[src/hdl/heightmap_normal_generator_macros.svh]
// Assertion macros shared by the RTL files.
`ifndef HEIGHTMAP_NORMAL_GENERATOR_MACROS_SVH
`define HEIGHTMAP_NORMAL_GENERATOR_MACROS_SVH
`ifndef SYNTHESIS
`define HMN_ASSERT(lbl, clk, rst_n, prop, msg) \
    lbl: assert property (@(posedge clk) disable iff (!rst_n) prop) else $error(msg);
`define HMN_ASSERT_ALWAYS(lbl, clk, prop, msg) \
    lbl: assert property (@(posedge clk) prop) else $error(msg);
`else
`define HMN_ASSERT(lbl, clk, rst_n, prop, msg)
`define HMN_ASSERT_ALWAYS(lbl, clk, prop, msg)
`endif
`endif

[src/hdl/hmn_pkg.sv]
`default_nettype none
package hmn_pkg;

    localparam int MAX_WIDTH_DEF = 1024;
    localparam int FRAC_BITS_DEF = 14;

    localparam logic [10:0] WIDTH_RESET   = 11'd512;
    localparam logic [15:0] ROWS_RESET    = 16'd512;
    localparam logic [7:0]  DIVISOR_RESET = 8'd30;

    // register index = paddr[3:2]
    localparam logic [1:0] REG_WIDTH   = 2'd0;
    localparam logic [1:0] REG_ROWS    = 2'd1;
    localparam logic [1:0] REG_DIVISOR = 2'd2;

    localparam int QDEPTH = 4;
    localparam int QPW    = 2;
    localparam int QCW    = 3;

    // one input sample with its neighborhood, handed from front to back
    typedef struct packed {
        logic [7:0]  h;
        logic [7:0]  prev;
        logic [7:0]  prev2;
        logic [7:0]  mid0;
        logic [7:0]  mid1;
        logic [7:0]  mid2;
        logic [7:0]  up0;
        logic [7:0]  up1;
        logic [9:0]  col;
        logic [15:0] row;
        logic        c_ge1;
        logic        c_ge2;
        logic        r_ge1;
        logic        r_ge2;
        logic        row_end;
        logic        final_row;
    } t_job;

endpackage
`default_nettype wire

[src/hdl/hmn_fifo.sv]
`default_nettype none
`include "heightmap_normal_generator_macros.svh"
module hmn_fifo (
    input  wire logic                  i_clk,
    input  wire logic                  i_rst_n,
    input  wire logic                  i_push,
    input  wire hmn_pkg::t_job         i_data,
    input  wire logic                  i_pop,
    output hmn_pkg::t_job              o_head,
    output logic                       o_empty,
    output logic [hmn_pkg::QCW-1:0]    o_count
);
    hmn_pkg::t_job r_mem [hmn_pkg::QDEPTH];
    logic [hmn_pkg::QPW-1:0] r_wp, r_rp;
    logic [hmn_pkg::QCW-1:0] r_cnt;

    always_ff @(posedge i_clk) begin
        if (i_push) begin
            r_mem[r_wp] <= i_data;
        end
    end

    always_ff @(posedge i_clk) begin
        if (!i_rst_n) begin
            r_wp  <= '0;
            r_rp  <= '0;
            r_cnt <= '0;
        end else begin
            if (i_push) r_wp <= r_wp + 1'b1;
            if (i_pop)  r_rp <= r_rp + 1'b1;
            if (i_push && !i_pop)      r_cnt <= r_cnt + 1'b1;
            else if (i_pop && !i_push) r_cnt <= r_cnt - 1'b1;
        end
    end

    assign o_head  = r_mem[r_rp];
    assign o_empty = (r_cnt == '0);
    assign o_count = r_cnt;

    `HMN_ASSERT(a_no_overflow, i_clk, i_rst_n,
        i_push |-> (r_cnt < hmn_pkg::QCW'(hmn_pkg::QDEPTH)) || i_pop, "queue overflow")
    `HMN_ASSERT(a_no_underflow, i_clk, i_rst_n,
        i_pop |-> (r_cnt != '0), "pop from empty queue")
endmodule
`default_nettype wire

[config.mk]
export PLATFORM = sky130hd
export DESIGN_NAME = hmn_fifo
export DESIGN_NICKNAME = d
export VERILOG_FILES = /design/src/hdl/hmn_pkg.sv /design/src/hdl/hmn_fifo.sv
export VERILOG_INCLUDE_DIRS = /design/src /design/src/hdl
export SDC_FILE = /design/constraint.sdc
export NUM_CORES = 1
export LEC_CHECK = 0
export ABC_AREA = 0
export BUFFER_PORTS_ARGS = -buffer_cell sky130_fd_sc_hd__buf_2
export CAP_MARGIN = 10
export CORE_MARGIN = 2
export CORE_UTILIZATION = 40
export CTS_CLUSTER_SIZE = 20
export DETAILED_ROUTE_END_ITERATION = 10
export SETUP_SLACK_MARGIN = 0.15
export SYNTH_ARGS = -nofsm -noshare
export SYNTH_HDL_FRONTEND = slang
export SYNTH_SLANG_ARGS = --single-unit
[constraint.sdc]
create_clock -name i_clk -period 3.25 [get_ports i_clk]
set_input_delay 0.1625 -clock i_clk [delete_from_list [all_inputs] [get_ports i_clk]]
set_output_delay 0.1625 -clock i_clk [all_outputs]
set_load 0.02 [all_outputs]
## Word level (Yosys, flattened, before mapping)

Memory sizes are Yosys's and may differ from the RTL's. A register that Yosys moved wholly into a read port is not among the register bits.
Index checks and enable logic that the tools add are counted.

| storage, ports and cells | value |
|---|---|
| flip-flop bits (word level) | 7 |
| memory bits (writable) | 384 |
| input bits | 100 |
| output and inout bits | 100 |
| logic and storage cells | 20 |
| memories kept | 1 |

Memories:

| memory | depth | bits a word | rd ports | clocked after memory_dff | wr ports | line | RTL |
|---|---|---|---|---|---|---|---|
| r_mem | 4 | 96 | 1 | 1 | 1 | hmn_fifo.sv:13 | `hmn_pkg::t_job r_mem [hmn_pkg::QDEPTH];` |

| operators by class | value |
|---|---|
| $add $sub $neg | 4 |
| mux-type cells | 6 |
| reductions and logical operators | 6 |

Operator list:

| kind | count |
|---|---|
| 3-bit two-way mux | 2 |
| 2-bit by 1-bit adder with 2-bit output, second input constant | 2 |
| 2-bit two-way mux | 2 |
| 3-bit by 1-bit adder with 3-bit output, second input constant | 1 |
| 3-bit logical NOT | 1 |
| 3-bit by 1-bit subtractor with 3-bit output, second input constant | 1 |
| 1-bit logical AND | 2 |
| 1-bit logical NOT | 2 |
| 1-bit two-way mux | 2 |
| 2-bit nonzero test | 1 |

## Depth between registers and ports, before layout

| logic depth | value |
|---|---|
| depth after elaboration | 4 |
| gate-level depth with buffers | 7 |
| mapped depth without buffers | 7 |

## Worst setup path before layout

OpenSTA, ideal clock, no wires.

| timing path | value |
|---|---|
| path type | register -> register |
| start | register r_wp[0] (netlist name) |
| end | memory r_mem[0][0] (netlist name), enable pin |
| setup time | 0.465 ns |
| arrival | 2.762 ns |
| required time | 2.785 ns |
| slack | 0.022 ns |
| stages on the path, launching flop included | 4 |
| path buffers | 0 |
| clock period less this slack | 3.228 ns |
| cells stage by stage | dfxtp_1 inv_1 ha_1 and2_1 |

RTL lines:

| element | line | RTL |
|---|---|---|
| start, declared | hmn_fifo.sv:14 | `logic [hmn_pkg::QPW-1:0] r_wp, r_rp;` |
| start signal, assigned | hmn_fifo.sv:29 | `if (i_push) r_wp <= r_wp + 1'b1;` |
| end, declared | hmn_fifo.sv:13 |  |

Straight into the memory's write port.

==> run metrics <==
worst-skew pair later-pin latency=between 500 and 600 ps; outcome=finished clean; clk slew on worst S/H paths=~50 ps; Routed Antenna Nets=0; die area=about 0.037 mm^2; CP cell instances=buf_4 -> mux4_2 -> buf_2; Critical Path End Type=output port; grt ovf=0; mean number of vias per cell=4.95; post-synth cell types=21; highest cell delay on the worst timing path=approximately 730 ps; Pwr Total=about 12 mW; Pins Over Slew Limit=0; post-DP HPWL=roughly 17 mm; Final Wtd Congestion=~0.70; Post-route DRC=0; Worst Path Max Fanout=28; Post-layout nets=978; Crit Path Category=reg -> out; Register Area=0.0117 mm^2; post-route clock skew=13.3 ps; startpoint types=flop; clock root buffer=clkbuf_16; Cells after Synth=roughly 540; first-pass GRT wire length=approximately 43 mm; ratio of cells with drive above 1 in the final layout=between 40% and 50%; Period minus WS final=2540 ps; critical path's slowest cell=dfxtp_4; clk buf depth=3; worst-margin pin slew=~720 ps; multi-input logic area=approximately 0.0024 mm^2; final core utilization=approximately half; WP data required=a little over 3000 ps; Wirelength per Cell=20.8 um; initial drt markers=350; syn avg cell area=between 20 and 30 um^2; number of global-route vias before repair=approximately 7400; maxcap violations=0; TritonCTS Buffers=slightly above 40; vias post-DR=~6800; core area=between 0.03 and 0.04 mm^2; Hold Path Class=in -> reg; Syn. warnings=0; Site Rows=69; clock sinks=about 390; Critical Path AT=2370 ps; die width=193 um; Fin. Hold Viols=0; period utilisation layout=78.0%; die span in y=a little under 200 um; Post-CTS Setup Bufs=0; Leak=roughly 6 nW; sequential share of the synthesized area=81.9%; Total Neg Setup Slack=0 ps; CP Buf/Inv Count=2; synthesized area=roughly 0.014 mm^2; initial antenna violation count=4; #FFs+latches synth=between 300 and 400; CTS tree=done; fill count=~2800; PwrDens=~640 mW/mm^2; syn_nets=650; post-synth top area share=about four fifths; worst vdd ir=~0.44 mV; area leader, netlist=edfxtp_1; GRT Total Usage=between 10% and 20%; Worst path top cell family by delay=flip-flops; Ports=200; port bufs=roughly 200; Pre-antenna DRT Iters=4; largest cells by area after synthesis=edfxtp_1 81%, mux4_2 15%, dfxtp_1 1.3%, ha_1 0.44%, buf_8 0.42%; f_max=approximately 390 MHz; largest net degree at the start of global routing=just under 70; unrepaired setup endpoints after global routing=no; Relative slew margins=roughly 52%; CTS H-tree depth=2; final WL=about 28 mm; Setup Viol. Count Final=0; Initial Utilization=40.4%; Fin Hold WS=between 40 and 50 ps; area grow syn2layout=26.9%
[kinds of logic (layout without fill, tap and decap cells)]
family / after synthesis / count (layout) / synth area share (%)
adders and majority gates: 6 / 6 / 0.578
and+or+nand+nor: 14 / 14 / 0.586
other: 0 / 3 / 0
xor gates and xnor gates: 5 / 5 / 0.306
DFF: 393 / 393 / 81.9
AOI/OAI and AO/OA: 2 / 2 / 0.0875
muxes: 98 / 98 / 15.3
buffers and inverters: 26 / 382 / 1.26
[layout by cell type, fill, tap and decap left out, types with 7 or more instances in the layout]
| cell | count |
|---|---|
| dlygate4sd3_1 | 97 |
| dfxtp_1 | 7 |
| clkinv_2 | 7 |
| buf_12 | 7 |
| mux4_2 | 96 |
| clkbuf_16 | 41 |
| clkbuf_1 | 7 |
| buf_2 | 199 |
| clkinv_1 | 7 |
| edfxtp_1 | 384 |
[report_power, final]
part / internal, mW / total (mW) / switching (mW)
combinational: 0.571 / 1.30 / 0.725
clock: 2.63 / 4.44 / 1.81
sequential: 5.82 / 5.92 / 0.0934
total: 9.03 / 11.7 / 2.63
[state kept, by name, indices dropped and copies added (netlist names), named ones only]
signal   flops
r_rp         2
o_count      3
r_wp         2
r_mem      384
[layer usage]
layer,track usage [%],up-vias,share of wire [%]
li1,-,2997,-
met4,4.14,2,1.6
met5,0,-,0.046
met3,4.04,38,6.7
met1,19.4,3510,41
met2,26.2,208,50
[path summary, 6_finish.rpt]
kind                                         startpoint                 endpoint  slack [ps]  cells past startpoint
worst max register to register     r_wp[1]$_SDFFE_PN0P_   r_mem[1][70]$_DFFE_PP_        1260                      4
worst min register to register  o_count[2]$_SDFFE_PN0P_  o_count[2]$_SDFFE_PN0P_         530                      2
worst min-delay path                              i_pop     r_rp[0]$_SDFFE_PN0P_          40                      3
worst max-delay path                               flop               o_head[56]         710                      3
[synthesized netlist by cell type]
cell type,instances
edfxtp_1,384
buf_8,4
inv_1,4
nand2_1,1
buf_6,1
mux4_2,96
or3_1,1
fa_1,1
mux2i_1,2
buf_12,1
ha_1,5
o21ai_0,1
xor2_1,3
clkbuf_1,5
nor3_1,1
and2_1,9
dfxtp_1,9
xnor2_1,2
nor2b_1,2
buf_2,11
a21boi_0,1
[metrics by stage]
step	setup slack, ps	cell area (um^2)	instances
finish	714	18100	1364
detailed placement	1170	15900	1193
CTS	600	18100	1361
global placement	1200	15900	1193
floorplan	1080	14300	544
global route	510	18100	1364
[tightest hold or removal path, delay by kind of cell]
| family | cells | cell delay, ps |
|---|---|---|
| xor+xnor | 1 | 80 |
| buf+inv | 1 | 120 |
| simple gates | 1 | 150 |
[what timing repair did]
| item | 4_1_cts | 5_1_grt |
|---|---|---|
| setup endpoints to repair | 0 | 0 |
| endpoints found under the hold margin | 393 | 0 |
| hold buffers | 97 | 0 |
| gates resized for setup | 0 | 0 |
[layout make-up]
class	count	share of cell area [%]
Sequential cell	393	64.6
Multi-Input combinational cell	125	13.3
Timing Repair Buffer	307	11.8
Clock buffer	48	5.80
Tap cell	461	3.18
Clock inverter	23	1.24
Inverter	4	0.0827
Antenna cell	3	0.0414
No activity file was read; power rests on OpenSTA's default activity.
