**config.mk**
```make
export PLATFORM = sky130hd
export DESIGN_NAME = hmn_back
export DESIGN_NICKNAME = d
export VERILOG_FILES = /design/src/hdl/hmn_pkg.sv /design/src/hdl/hmn_back.sv
export VERILOG_INCLUDE_DIRS = /design/src /design/src/hdl
export SDC_FILE = /design/constraint.sdc
export NUM_CORES = 2
export LEC_CHECK = 0
export ABC_CLOCK_PERIOD_IN_PS = 9700
export BUFFER_PORTS_ARGS = -buffer_cell sky130_fd_sc_hd__buf_2
export CORE_ASPECT_RATIO = 0.75
export CORE_UTILIZATION = 60
export CTS_CLUSTER_DIAMETER = 50
export DETAILED_ROUTE_END_ITERATION = 12
export GPL_ROUTABILITY_DRIVEN = 0
export PLACE_DENSITY = 0.81
export SYNTH_ARGS = -nofsm -noshare
export SYNTH_HDL_FRONTEND = slang
export SYNTH_SLANG_ARGS = --single-unit
```
**constraint.sdc**
```tcl
create_clock -name i_clk -period 9.7 [get_ports i_clk]
set_input_delay 1.94 -clock i_clk [delete_from_list [all_inputs] [get_ports i_clk]]
set_output_delay 1.94 -clock i_clk [all_outputs]
set_load 0.05 [all_outputs]
```
**src/hdl/heightmap_normal_generator_macros.svh**
```systemverilog
// Assertion macros shared by the RTL files.
`ifndef HEIGHTMAP_NORMAL_GENERATOR_MACROS_SVH
`define HEIGHTMAP_NORMAL_GENERATOR_MACROS_SVH
`ifndef SYNTHESIS
`define HMN_ASSERT(lbl, clk, rst_n, prop, msg) \
    lbl: assert property (@(posedge clk) disable iff (!rst_n) prop) else $error(msg);
`define HMN_ASSERT_ALWAYS(lbl, clk, prop, msg) \
    lbl: assert property (@(posedge clk) prop) else $error(msg);
`else
`define HMN_ASSERT(lbl, clk, rst_n, prop, msg)
`define HMN_ASSERT_ALWAYS(lbl, clk, prop, msg)
`endif
`endif

```
**src/hdl/hmn_pkg.sv**
```systemverilog
`default_nettype none
package hmn_pkg;

    localparam int MAX_WIDTH_DEF = 1024;
    localparam int FRAC_BITS_DEF = 14;

    localparam logic [10:0] WIDTH_RESET   = 11'd512;
    localparam logic [15:0] ROWS_RESET    = 16'd512;
    localparam logic [7:0]  DIVISOR_RESET = 8'd30;

    // register index = paddr[3:2]
    localparam logic [1:0] REG_WIDTH   = 2'd0;
    localparam logic [1:0] REG_ROWS    = 2'd1;
    localparam logic [1:0] REG_DIVISOR = 2'd2;

    localparam int QDEPTH = 4;
    localparam int QPW    = 2;
    localparam int QCW    = 3;

    // one input sample with its neighborhood, handed from front to back
    typedef struct packed {
        logic [7:0]  h;
        logic [7:0]  prev;
        logic [7:0]  prev2;
        logic [7:0]  mid0;
        logic [7:0]  mid1;
        logic [7:0]  mid2;
        logic [7:0]  up0;
        logic [7:0]  up1;
        logic [9:0]  col;
        logic [15:0] row;
        logic        c_ge1;
        logic        c_ge2;
        logic        r_ge1;
        logic        r_ge2;
        logic        row_end;
        logic        final_row;
    } t_job;

endpackage
`default_nettype wire

```
**src/hdl/hmn_back.sv**
```systemverilog
`default_nettype none
`include "heightmap_normal_generator_macros.svh"
module hmn_back #(
    parameter int FRAC_BITS = hmn_pkg::FRAC_BITS_DEF
) (
    input  wire logic          i_clk,
    input  wire logic          i_rst_n,
    input  wire hmn_pkg::t_job i_job,
    input  wire logic          i_empty,
    output logic               o_pop,
    input  wire logic [7:0]    i_divisor,
    output logic               o_valid,
    input  wire logic          i_stall,
    output logic [15:0]        o_normal_x,
    output logic [15:0]        o_normal_y,
    output logic [15:0]        o_normal_z,
    output logic [9:0]         o_pixel_column,
    output logic [15:0]        o_pixel_row,
    output logic               o_last_of_run
);
    localparam int QW = FRAC_BITS + 1;
    localparam int TW = FRAC_BITS + 2;
    localparam int RW = 2 * FRAC_BITS + 22;
    localparam int PW = 2 * TW + 21;
    localparam int BW = $clog2(FRAC_BITS + 1);

    localparam logic [2:0] S_IDLE = 3'd0;
    localparam logic [2:0] S_SQ   = 3'd1;
    localparam logic [2:0] S_SUM  = 3'd2;
    localparam logic [2:0] S_RHS  = 3'd3;
    localparam logic [2:0] S_MUL1 = 3'd4;
    localparam logic [2:0] S_MUL2 = 3'd5;
    localparam logic [2:0] S_CMP  = 3'd6;
    localparam logic [2:0] S_EMIT = 3'd7;

    localparam logic [QW-1:0] LIM = {1'b1, {FRAC_BITS{1'b0}}};

    logic [2:0]      r_state;
    hmn_pkg::t_job   r_job;
    logic [3:0]      r_en;
    logic [1:0]      r_comp;
    logic [9:0]      r_mag_x, r_mag_y, r_mag_z;
    logic            r_neg_x, r_neg_z;
    logic [19:0]     r_x2, r_y2, r_z2;
    logic [20:0]     r_sq;
    logic [RW-1:0]   r_rhs;
    logic [QW-1:0]   r_q;
    logic [BW-1:0]   r_bit;
    logic [2*TW-1:0] r_t2;
    logic            r_ok;
    logic [PW-1:0]   r_prod;
    logic [15:0]     r_nx, r_ny, r_nz;

    logic [1:0]    w_k;
    logic [7:0]    w_hl, w_hr, w_hu, w_hd, w_dv;
    logic [9:0]    w_col;
    logic [15:0]   w_row;
    logic [8:0]    w_dx, w_dz;
    logic [9:0]    w_mag;
    logic          w_neg;
    logic [19:0]   w_mag2;
    logic [QW-1:0] w_cand, w_qn;
    logic [TW-1:0] w_t;
    logic [QW:0]   w_sv;
    logic [15:0]   w_res;
    logic [3:0]    w_en_left;

    // current emission is the lowest pending one
    always_comb begin
        if (r_en[0])      w_k = 2'd0;
        else if (r_en[1]) w_k = 2'd1;
        else if (r_en[2]) w_k = 2'd2;
        else              w_k = 2'd3;
        w_en_left = r_en & ~(4'd1 << w_k);
    end

    always_comb begin
        w_col = r_job.col;
        w_row = r_job.row;
        case (w_k)
            2'd0: begin
                w_hl = r_job.c_ge2 ? r_job.mid2 : r_job.mid1;
                w_hr = r_job.mid0;
                w_hu = r_job.r_ge2 ? r_job.up1 : r_job.mid1;
                w_hd = r_job.prev;
                w_col = r_job.col - 1'b1;
                w_row = r_job.row - 1'b1;
            end
            2'd1: begin
                w_hl = r_job.c_ge2 ? r_job.prev2 : r_job.prev;
                w_hr = r_job.h;
                w_hu = r_job.mid1;
                w_hd = r_job.prev;
                w_col = r_job.col - 1'b1;
            end
            2'd2: begin
                w_hl = r_job.c_ge1 ? r_job.mid1 : r_job.mid0;
                w_hr = r_job.mid0;
                w_hu = r_job.r_ge2 ? r_job.up0 : r_job.mid0;
                w_hd = r_job.h;
                w_row = r_job.row - 1'b1;
            end
            default: begin
                w_hl = r_job.c_ge1 ? r_job.prev : r_job.h;
                w_hr = r_job.h;
                w_hu = r_job.mid0;
                w_hd = r_job.h;
            end
        endcase
        w_dx = {1'b0, w_hr} - {1'b0, w_hl};
        w_dz = {1'b0, w_hd} - {1'b0, w_hu};
        w_dv = (i_divisor == 8'd0) ? 8'd1 : i_divisor;
    end

    always_comb begin
        case (r_comp)
            2'd0:    begin w_mag = r_mag_x; w_neg = r_neg_x; end
            2'd1:    begin w_mag = r_mag_y; w_neg = 1'b1;    end
            default: begin w_mag = r_mag_z; w_neg = r_neg_z; end
        endcase
        w_mag2 = {10'd0, w_mag} * {10'd0, w_mag};
        w_cand = r_q | (QW'(1) << r_bit);
        w_t    = {1'b0, w_cand} + {1'b0, w_cand} - 1'b1;
        w_qn   = (r_ok && ({3'd0, r_rhs} >= r_prod)) ? w_cand : r_q;
        w_sv   = w_neg ? ((QW + 1)'(0) - {1'b0, w_qn}) : {1'b0, w_qn};
        w_res  = 16'($signed(w_sv));
    end

    assign o_pop = (r_state == S_IDLE) && !i_empty;

    always_ff @(posedge i_clk) begin
        if (!i_rst_n) begin
            r_state <= S_IDLE;
            o_valid <= 1'b0;
        end else begin
            if (r_state == S_EMIT && (!o_valid || !i_stall)) begin
                o_valid <= 1'b1;
            end else if (!i_stall) begin
                o_valid <= 1'b0;
            end
            unique case (r_state)
                S_IDLE: if (!i_empty) r_state <= S_SQ;
                S_SQ:   r_state <= S_SUM;
                S_SUM:  r_state <= S_RHS;
                S_RHS:  r_state <= S_MUL1;
                S_MUL1: r_state <= S_MUL2;
                S_MUL2: r_state <= S_CMP;
                S_CMP: begin
                    if (r_bit != '0)       r_state <= S_MUL1;
                    else if (r_comp == 2'd2) r_state <= S_EMIT;
                    else                   r_state <= S_RHS;
                end
                S_EMIT: begin
                    if (!o_valid || !i_stall) begin
                        r_state <= (w_en_left != '0) ? S_SQ : S_IDLE;
                    end
                end
                default: r_state <= S_IDLE;
            endcase
        end
    end

    always_ff @(posedge i_clk) begin
        case (r_state)
            S_IDLE: begin
                r_job <= i_job;
                r_en[0] <= i_job.c_ge1 && i_job.r_ge1;
                r_en[1] <= i_job.c_ge1 && i_job.r_ge1 && i_job.final_row;
                r_en[2] <= i_job.row_end && i_job.r_ge1;
                r_en[3] <= i_job.row_end && i_job.r_ge1 && i_job.final_row;
            end
            S_SQ: begin
                r_neg_x <= w_dx[8];
                r_neg_z <= w_dz[8];
                r_mag_x <= {1'b0, (w_dx[8] ? 8'(-w_dx) : w_dx[7:0]), 1'b0};
                r_mag_z <= {1'b0, (w_dz[8] ? 8'(-w_dz) : w_dz[7:0]), 1'b0};
                r_mag_y <= {w_dv, 2'b00};
                r_x2 <= {11'd0, (w_dx[8] ? 8'(-w_dx) : w_dx[7:0]), 1'b0}
                      * {11'd0, (w_dx[8] ? 8'(-w_dx) : w_dx[7:0]), 1'b0};
                r_z2 <= {11'd0, (w_dz[8] ? 8'(-w_dz) : w_dz[7:0]), 1'b0}
                      * {11'd0, (w_dz[8] ? 8'(-w_dz) : w_dz[7:0]), 1'b0};
                r_y2 <= {10'd0, w_dv, 2'b00} * {10'd0, w_dv, 2'b00};
            end
            S_SUM: begin
                r_sq   <= {1'b0, r_x2} + {1'b0, r_y2} + {1'b0, r_z2};
                r_comp <= 2'd0;
            end
            S_RHS: begin
                r_rhs <= RW'(w_mag2) << (2 * FRAC_BITS + 2);
                r_q   <= '0;
                r_bit <= BW'(FRAC_BITS);
            end
            S_MUL1: begin
                r_t2 <= {{TW{1'b0}}, w_t} * {{TW{1'b0}}, w_t};
                r_ok <= w_cand <= LIM;
            end
            S_MUL2: begin
                r_prod <= {21'd0, r_t2} * {{(2 * TW){1'b0}}, r_sq};
            end
            S_CMP: begin
                r_q <= w_qn;
                if (r_bit != '0) begin
                    r_bit <= r_bit - 1'b1;
                end else begin
                    r_comp <= r_comp + 1'b1;
                    case (r_comp)
                        2'd0:    r_nx <= w_res;
                        2'd1:    r_ny <= w_res;
                        default: r_nz <= w_res;
                    endcase
                end
            end
            S_EMIT: begin
                if (!o_valid || !i_stall) begin
                    o_normal_x     <= r_nx;
                    o_normal_y     <= r_ny;
                    o_normal_z     <= r_nz;
                    o_pixel_column <= w_col;
                    o_pixel_row    <= w_row;
                    o_last_of_run  <= (w_en_left == '0);
                    r_en           <= w_en_left;
                end
            end
            default: ;
        endcase
    end

    `HMN_ASSERT(a_emit_source, i_clk, i_rst_n,
        $rose(o_valid) |-> $past(r_state) == S_EMIT, "beat raised outside emit")
    `HMN_ASSERT_ALWAYS(a_emit_pending, i_clk,
        (i_rst_n && r_state == S_EMIT) |-> (r_en != '0), "emit with nothing pending")
endmodule
`default_nettype wire

```
# --- After elaboration in Yosys (flattened, before gate mapping) ---
# Index checks and enable logic that the tools add are counted.
word_totals:
  input_bits: 108
  latchBits: 0
  ff_bits: 446
  rom_bits: 0
  wordCells: 154
  memories: 0
  mem_bits_rw: 0
op_classes:
  add_sub_neg: 13
  eq_ne: 16
  n_reduce_logical: 32
  shift: 2
  n_bitwise: 5
  mul: 6
  muxes: 37
  n_lt_le_gt_ge: 2
  div: 0
op_table:
  columns: ["op", "count"]
  rows:
  - ["$mux W8", 11]
  - ["$ge A50 B53 Y1", 1]
  - ["$mul A32 B21 Y53", 1]
  - ["$mul A8 B8 Y16", 3]
  - ["$pmux W8 S3", 2]
  - ["$mul A16 B16 Y32", 1]
  - ["$mux W16", 2]
  - ["$sub A16 B1 Y16 const B", 2]
  - ["$pmux W15 S2", 1]
  - ["$pmux W3 S8", 1]
  - ["$add A18 B20 Y21", 1]
  - ["$add A21 B18 Y21", 1]
  - ["$mul A10 B10 Y20", 1]
  - ["$pmux W10 S2", 1]
  - ["$sub A8 B8 Y9", 2]
  - ["$add A15 B15 Y16", 1]
  - ["$neg A8 Y8", 2]
  - ["$pmux W4 S2", 2]
  - ["$sub A1 B15 Y16 const A", 1]
  - ["$le A15 B15 Y1 const B", 1]
  - ["$mux W15", 1]
  - ["$or A15 B15 Y15", 1]
  - ["$shl A1 B4 Y15 const A", 1]
  - ["$eq A3 B3 Y1 const B", 4]
  - ["other kinds (32)", 68]

# --- Logic depth before layout (Yosys ltp) ---
logic_depth:
  ltp_word: 10
  ltp_mapped: 38

# --- Least setup slack after synthesis ---
# No wires, ideal clock.
synth_path:
  path_kind: "reg-to-reg"
  startpoint: "register r_state[0]"
  endpoint: "register r_en[0], enable pin"
  arrival_ns: 7.800
  path_slack_ns: 1.570
  period_less_slack_ns: 8.130
  required_ns: 9.370
  setup_time_ns: 0.330
  path_stages_with_launch: 4
  path_buffers: 1
  path_cell_list: "dfxtp_1 -> clkbuf_1 -> nor3_1 -> or2_2"
synth_between:
  elab_chain_len: 3
  word_cells_on_any_way: 5
synth_lines:
  columns: ["item", "line_no", "source"]
  rows:
  - ["start: declaration", "hmn_back.sv:38", "logic [2:0] r_state;"]
  - ["start signal: assignment", "hmn_back.sv:155", "r_state <= (w_en_left != '0) ? S_SQ : S_IDLE;"]
  - ["$eq A3 B3 Y1 or $logic_not A3 Y1 (tied branches)", "hmn_back.sv:164", "case (r_state)"]
  - ["$ne A2 B1 Y1 (no source line) or $reduce_bool A2 Y1 (tied branches)", null, null]
  - ["$reduce_and A2 Y1 (no source line) (*)", null, null]
  - ["end signal: assignment", "hmn_back.sv:167", "r_en[0] <= i_job.c_ge1 && i_job.r_ge1;"]
  - ["end signal: assignment", "hmn_back.sv:221", "r_en <= w_en_left;"]
  - ["end: declaration", "hmn_back.sv:40", "logic [3:0] r_en;"]
# Every way passes the cells marked *; elsewhere a longest branch is shown, timed or not.
# A chain may end at the register's enable or synchronous reset.

# --- Worst setup path in the final report ---
layout_path:
  startpoint: "register r_bit[0]"
  endpoint: "register r_t2[31], data pin"
layout_between:
  elab_chain_len: 5
layout_lines:
  columns: ["item", "line_no", "source"]
  rows:
  - ["start: declaration", "hmn_back.sv:48", "logic [BW-1:0] r_bit;"]
  - ["start signal: assignment", "hmn_back.sv:191", "r_bit <= BW'(FRAC_BITS);"]
  - ["start signal: assignment", "hmn_back.sv:203", "r_bit <= r_bit - 1'b1;"]
  - ["$shl A1 B4 Y15", "hmn_back.sv:122", "w_cand = r_q | (QW'(1) << r_bit);"]
  - ["$or A15 B15 Y15", "hmn_back.sv:122", null]
  - ["$add A15 B15 Y16", "hmn_back.sv:123", "w_t = {1'b0, w_cand} + {1'b0, w_cand} - 1'b1;"]
  - ["$sub A16 B1 Y16", "hmn_back.sv:123", null]
  - ["$mul A16 B16 Y32", "hmn_back.sv:194", "r_t2 <= {{TW{1'b0}}, w_t} * {{TW{1'b0}}, w_t};"]
  - ["end signal: assignment", "hmn_back.sv:194", null]
  - ["end: declaration", "hmn_back.sv:49", "logic [2*TW-1:0] r_t2;"]
# No other way between the ends.

==> flow_summary.ini <==
[run_status]
status = finished clean

[critical_path]
cpMaxStageDelayCell = fa_1
cp_data_required_time_ps = 10060
end_kind = flop
path_max_fanout = 12
slowest_delay_ps = 550
critPathLaunchType = flop
critical_path_class = flop to flop
crit_top_cell = fa_1
crit_arrival_ps = 9570

[timing]
holdWs_ps = 411
rsz0062_at_grt = no
maxSlewViolCount = 0
worst_slew_pin_slew_ps = 1160
fmax_mhz = 109
finalHoldViolations = 0
slew_headroom = 0.224
fin_skew_ps = 46.0
fin_crit_ps = 9210
timing.final.crit_share = 0.949
setup_viol = 0
timing.setup.tns_ps = 0

[floorplan]
fp.dieH_um = 253
start_util = 0.609
row_count = 91
fp.coreArea_mm2 = 0.0825
io_pins = 185
die_x_um = 336
dieArea_mm2 = 0.0850

[final_layout]
nNetsFinal = 6396
layout_common_cells = inv_1 (987), fa_1 (773), nand2_1 (622), ha_1 (463), edfxtp_1 (426)
areaGrowthSynthToFinish_pct = 7.15
final_cells = 6201
final_common_cell = inv_1
fill_cells = 6213
drive_above_1_share = 0.0767

[clock_network]
clk_pin_slew_ps = 70
htree_levels = 2
cts_setup_buffers = 0
cts_buffer_depth = 3
cts_hold_buf = 0
cts.sinks = 430
worstSkewPairLatency_ps = 610
cts_resized = 0
cts_tree = done
root_buffer = clkbuf_16
cts_buffers = 42

[synthesis]
synthArstFlopShare = 0
synth.avg_cell_area_um2 = 10.2
synth_compound_area_frac = 0.0693
yosysTopAreaCell = fa_1
synth_mux_area_frac = 0.00572
synthAdderAreaFrac = 0.423
yosys_warnings = 0
synthCells = 4922
synthSimpleGateAreaFrac = 0.118
synth_edf_count = 426
synthFlopType = edfxtp_1
ys_seq_area_frac = 0.256
synth-xor-area-share = 0.0387
netlist_area_mm2 = 0.0503
synth.distinct_cells = 93
synth_top_family_by_area = adder cells
synth.top_cell.area_share = 0.308
synth_area_leaders = fa_1 (31%), edfxtp_1 (25%), ha_1 (12%), inv_1 (7.4%), nand2_1 (4.6%)
yosys_register_bits = 430

[route]
dr.first_iter.drc_count = 3475
first_pass_iters = 6
via_per_inst = 5.74
vias = 35600
wire_per_inst_um = 19.5
drt-total-wl_um = 121000
antenna_left = 0
drc_errors = 0

[hold_path]
hp-class = flop to flop

[global_routing]
antenna_found_initial = 1
overflow = 0
grt_max_degree = 77
grt_pass1_wl_um = 197000
grt_pass1_vias = 37300
grtUsageTotal = 0.297

[placed_design]
hpwl_um = 94800
placed_cells = 6124
portBuffers = 184

[run]
maxCapViolCount = 0
-- synth_stat cells (14+ instances only) --
library cell / instances
inv_1: 987
fa_1: 773
nand2_1: 622
ha_1: 463
edfxtp_1: 426
nor2_1: 263
and2_1: 180
a21oi_1: 171
clkbuf_1: 160
xnor2_1: 152
o21ai_0: 69
a21o_1: 61
xor2_1: 59
nor3_1: 40
nand3_1: 32
o21a_1: 32
o21bai_1: 28
nor2b_1: 26
and3_1: 23
a211oi_1: 22
mux2i_1: 22
nor4_1: 22
nand2b_1: 16
or3_1: 16
or2_2: 15
a31oi_1: 14
o41ai_1: 14
-- per-layer routing --
layer	global-route usage	part of all wire	vias to the layer above
met1	0.430	0.42	17700
met5	0	0	-
li1	-	-	15800
met2	0.461	0.45	1798
met3	0.0590	0.11	234
met4	0.0733	0.027	0
-- final cells by class --
type,count,area (um2),share of cell area
diodes,1,2.50,0.0000464
clock buffers,45,1060,0.0197
clock inverters,31,334,0.00620
inverters,998,3750,0.0696
multi-input cells,3326,33000,0.613
flip-flops and latches,430,12900,0.239
well taps,1116,1400,0.0259
repair buffers,254,1450,0.0268
-- worst paths after layout --
| path | cells past startpoint | from | slack [ps] | to |
|---|---|---|---|---|
| setup / recovery | 33 | r_bit[0] | 490 | r_t2[31] |
| hold / removal | 0 | r_nz[3] | 410 | o_normal_z[3] |
| setup reg to reg | 33 | r_bit[0] | 490 | r_t2[31] |
| hold reg to reg | 0 | r_nz[3] | 410 | o_normal_z[3] |
-- cell families after synthesis --
| group | Yosys count |
|---|---|
| AO/OA/AOI/OAI | 526 |
| XOR/XNOR | 216 |
| adder cells (fa/ha/maj) | 1237 |
| buffers and inverters | 1180 |
| flip-flops | 430 |
| multiplexers | 28 |
| other | 2 |
| AND/OR/NAND/NOR | 1303 |
-- per-stage QoR --
step                utilization  cell area, um2  setup WS [ps]
floorplan                     -           50400           1570
global placement          0.636           52500           1030
detailed placement        0.636           52500            691
CTS                       0.653           53900            667
global route              0.653           53900           48.1
finish                    0.653           53900            493
-- state kept, by name, summed over array words and instances (netlist names), 7 cells and up --
signal and count:
o_normal_x 16, o_normal_z 16, r_x2 15, r_y2 15, r_sq 19, r_t2 29, r_q 15, r_mag_x 7
r_rhs 17, r_ny 16, r_job 93, r_mag_y 7, o_pixel_column 10, r_prod 51, r_nx 16, r_nz 16
o_normal_y 16, o_pixel_row 16, r_z2 15, r_mag_z 7
-- worst max-delay path: cells and delay by family, from the launching register on --
| kind | cells | cell delay (ps) |
|---|---|---|
| simple gates | 7 | 1590 |
| compound gates | 10 | 2430 |
| buf+inv | 7 | 810 |
| flops | 1 | 420 |
| fa+ha+maj | 8 | 3580 |
| xor+xnor | 1 | 90 |
Power is left out: the tool's default activity adds up to more than one toggle a clock period on the data nets, which glitch-free logic cannot reach.
